==> src/gepb_pkg.sv <==
`timescale 1ns / 1ps
// ----------------------------------------------------------------------------
// gepb_pkg: shared types for the greedy edge path builder
// Holds the controller state encoding and the command and status bundles
// exchanged between the controller and the datapath.
// ----------------------------------------------------------------------------
package gepb_pkg;

	// Controller states, one-hot coded.
	typedef enum logic [5:0] {
		ST_IDLE   = 6'b000001,
		ST_START  = 6'b000010,
		ST_SCAN   = 6'b000100,
		ST_MERGE1 = 6'b001000,
		ST_MERGE2 = 6'b010000,
		ST_OUT    = 6'b100000
	} state_t;

	// Commands from the controller to the datapath.
	typedef struct packed {
		logic load;    // store the accepted point
		logic start;   // begin a new pass over all pairs
		logic merge1;  // first half of taking the best pair
		logic merge2;  // second half of taking the best pair
		logic clear;   // return to the empty set after the result transfer
	} cmd_t;

	// Status from the datapath to the controller.
	typedef struct packed {
		logic cnt_zero;   // no point stored yet
		logic scan_idle;  // all pairs issued and the pipeline is empty
		logic found;      // an eligible pair was seen in this pass
		logic done;       // the path has point count minus one edges
	} sts_t;

endpackage

==> src/gepb_ctrl.sv <==
`timescale 1ns / 1ps
// ----------------------------------------------------------------------------
// gepb_ctrl: controller of the greedy edge path builder
// Sequences loading, the repeated passes over all pairs, the merges and the
// result transfer.
// ----------------------------------------------------------------------------
module gepb_ctrl (
	input  logic            clk,
	input  logic            arst_n,
	input  logic            in_valid,
	input  logic            last_point,
	output logic            in_stall,
	output logic            out_valid,
	input  logic            out_stall,
	output gepb_pkg::cmd_t  cmd,
	input  gepb_pkg::sts_t  sts
);

	gepb_pkg::state_t state_q, state_d;

	// State register.
	always_ff @(posedge clk or negedge arst_n) begin
		if (!arst_n) begin
			state_q <= gepb_pkg::ST_IDLE;
		end else begin
			state_q <= state_d;
		end
	end

	// Next state and commands.
	always_comb begin
		state_d = state_q;
		cmd = '0;
		unique case (state_q)
			gepb_pkg::ST_IDLE: begin
				if (in_valid) begin
					cmd.load = 1'b1;
					if (last_point) begin
						state_d = sts.cnt_zero ? gepb_pkg::ST_OUT : gepb_pkg::ST_START;
					end
				end
			end
			gepb_pkg::ST_START: begin
				cmd.start = 1'b1;
				state_d = gepb_pkg::ST_SCAN;
			end
			gepb_pkg::ST_SCAN: begin
				if (sts.scan_idle) begin
					state_d = sts.found ? gepb_pkg::ST_MERGE1 : gepb_pkg::ST_OUT;
				end
			end
			gepb_pkg::ST_MERGE1: begin
				cmd.merge1 = 1'b1;
				state_d = gepb_pkg::ST_MERGE2;
			end
			gepb_pkg::ST_MERGE2: begin
				cmd.merge2 = 1'b1;
				state_d = sts.done ? gepb_pkg::ST_OUT : gepb_pkg::ST_START;
			end
			gepb_pkg::ST_OUT: begin
				if (!out_stall) begin
					cmd.clear = 1'b1;
					state_d = gepb_pkg::ST_IDLE;
				end
			end
			default: begin
				state_d = gepb_pkg::ST_IDLE;
			end
		endcase
	end

	assign in_stall  = (state_q != gepb_pkg::ST_IDLE);
	assign out_valid = (state_q == gepb_pkg::ST_OUT);

endmodule

==> config.mk <==
export PLATFORM = sky130hd
export DESIGN_NAME = gepb_ctrl
export DESIGN_NICKNAME = d
export VERILOG_FILES = /design/src/gepb_pkg.sv /design/src/gepb_ctrl.sv
export SDC_FILE = /design/constraint.sdc
export NUM_CORES = 1
export LEC_CHECK = 0
export BUFFER_PORTS_ARGS = -buffer_cell sky130_fd_sc_hd__buf_2
export CAP_MARGIN = 20
export CORE_AREA = 4 4 41 43
export DETAILED_ROUTE_END_ITERATION = 7
export DIE_AREA = 0 0 45 47
export MAX_ROUTING_LAYER = met4
export SLEW_MARGIN = 20
export SYNTH_ARGS = -nofsm -noshare
export SYNTH_HDL_FRONTEND = slang
export SYNTH_SLANG_ARGS = --single-unit
==> constraint.sdc <==
create_clock -name clk -period 2.3 [get_ports clk]
set_input_delay 0.115 -clock clk [delete_from_list [all_inputs] [get_ports clk]]
set_output_delay 0.115 -clock clk [all_outputs]
set_load 0.02 [all_outputs]
==> impl_metrics.tcl <==
set metrics [dict create \
    outcome "finished, final reports clean" \
    vias_per_cell 4.89 \
    fp.dieH_um 47 \
    hp-start "sts[2]" \
    critPathBufInv 1 \
    crit_required_ps 2180 \
    h-tree-depth 1 \
    dieWidth_um 45 \
    cts.repair.resized 0 \
    synth.net_count 55 \
    synth_cell_types 26 \
    wl_met2_um 400 \
    drt-initial-drc-count 1 \
    worst_pin_slew_ps 374 \
    io_pins 16 \
    vdd_drop_max_uv 535 \
    layout_common_cells "buf_2 (15), dfrtp_1 (5), nor2b_1 (4)" \
    p_leak_nw 0.290 \
    firstDrtPassIters 2 \
    gp_congestion 0.696 \
    vias 396 \
    cpPeakStageDelay_ps 430 \
    yosys_warnings 0 \
    core-area_um2 1300 \
    drv_slew 0 \
    crit_path_end_kind "primary output" \
    fin_util_pct 41.5 \
    final-hold-violation-count 0 \
    synth_seq_cells 6 \
    max_cap_viol_count 0 \
    clock-sinks 6 \
    drive_gt1_share_pct 42.4 \
    crit_path_max_fanout 6 \
    drc 0 \
    wire_per_inst_um 11.4 \
    min_period_ps 1610 \
    layout_commonest_cell "buf_2" \
    clock_latency_ps 250 \
    io_buffers 15 \
    clock-root-buffer "clkbuf_4" \
    detail-route-antenna-nets 0 \
    nets 76 \
    final.setup.tns_ps 0 \
    antenna_found_initial 0 \
    cp_data_arrival_time_ps 1500 \
    wirelength_met1_um 451 \
    top_layer_used "met3" \
    largest_reg_flops 6 \
    crit_chain "nor4_2, and3_2, buf_2" \
    maxSlewHeadroom_pct 74.9 \
    finalWirelength_um 923 \
    synth_seq_area_share_pct 36.9 \
    setup_viol 0 \
    cts_made_buffers 3 \
    path_delay_family "simple AND/OR/NAND/NOR gates" \
    critical_path_class "flop to primary output" \
    synth_cells 46 \
    finClkSkew_ps 12.2 \
    grt_pass1_wl_um 1610 \
    cp-start-kind "flop" \
    post-route-period-util_pct 70.1 \
    cts_tree "done" \
    largest-register "state_q" \
    area.growth.synth_to_final_pct 31.7 \
    syn-cell-area_um2 410 \
    rows 13 \
    initial_core_util_pct 31.5 \
    post-dp-hpwl_um 770 \
    grt_pass1_vias 360 \
    max_freq_mhz 621 \
    startpoint "state_q[5]" \
    avgSynthCellArea_um2 8.92 \
    power_density_nw_per_um2 1070 \
    grt-ovfl-total 0 \
    reg_top3 "state_q: 6 flops" \
    wl_met3_um 71 \
    grt_util_all_layers_pct 11.3 \
    antennaDiodeCount 0 \
    grt_max_degree 8 \
    rsz0062_at_grt "false" \
    clock_path_buffers 2 \
    hold_class "primary input to flop" \
    rr_startpoint "state_q[0]" \
    cp_slowest_cell "dfrtp_1" \
    clk_transition_reported_paths_ps 50 \
    dieArea_um2 2120 \
]
[cell families after synthesis]
group	Yosys count	synth area share [%]
AO/OA/AOI/OAI	10	20.1
AND/OR/NAND/NOR	27	40.2
buffers and inverters	3	2.74
flip-flops	6	36.9
[worst paths after layout]
| path | cells after the start | slack (ps) | endpoint |
|---|---|---|---|
| hold / removal | 2 | 80 | state_q[2] |
| setup / recovery | 3 | 690 | cmd[4] |
| min in group asynchronous | 2 | 220 | state_q[5] |
| max in group asynchronous | 2 | 1850 | state_q[0] |
| setup reg to reg | 4 | 820 | state_q[1] |
| hold reg to reg | 2 | 620 | state_q[2] |
[synthesized netlist by cell type (all sizes together)]
library cell,count,area (um^2)
o311ai,1,8.76
dfrtp,5,125
o21ai,3,18.8
nor2b,4,25.0
a2bb2oi,1,8.76
nand2b,1,6.26
nand2,3,11.3
a31oi,1,6.26
inv,3,11.3
o22ai,1,6.26
o31ai,1,12.5
and2b,3,23.8
nor3,3,15.0
nand4,1,6.26
o221a,1,11.3
a21bo,1,10.0
nor2,4,17.5
and3,4,27.5
dfstp,1,26.3
nand3,3,20.0
nor4,1,12.5
[per-layer routing]
layer  vias to the layer above  GRT usage (%)
met5                         -              -
met4                         0           3.51
met3                         0           6.13
met2                        12           14.4
met1                       174           14.9
li1                        210              -
[metrics by stage]
stage | instances | hold slack, ps | cell area [um^2] | power (mW) | worst slack (ps)
after floorplan | 46 | -181 | 410 | 0.398 | 891
after global placement | 76 | -53.2 | 504 | 0.475 | 848
after detailed placement | 76 | -54.9 | 504 | 0.476 | 823
after CTS | 81 | 73.7 | 541 | 0.586 | 674
after global routing | 81 | 78.3 | 541 | 0.642 | 553
final | 81 | 75.0 | 541 | 0.577 | 689
[area by class of cell]
| type | count | area [um^2] |
|---|---|---|
| inverter | 3 | 11.3 |
| fill | 143 | 761 |
| clock buffer | 4 | 26.3 |
| multi-input combinational | 37 | 248 |
| tap | 15 | 18.8 |
| timing repair buffer | 16 | 85.1 |
| sequential | 6 | 151 |
[power by group]
part           internal (mW)  total, mW  switching (mW)
registers              0.138      0.168          0.0296
clock network         0.0658      0.105          0.0390
logic                  0.134      0.305           0.171
total                  0.338      0.577           0.239
[worst reg2reg max path: stages (launching register included)]
cell	delay, ps
dfstp_2	540
nor2b_1	320
o21ai_0	130
a21bo_2	230
nor3_1	170
[repair_timing]
item / 4_1_cts / 5_1_grt
buffers inserted: 0 / 0
hold buffers: 1 / 0
endpoints found under the hold margin: 6 / 0
No activity file was read; power rests on OpenSTA's default activity.
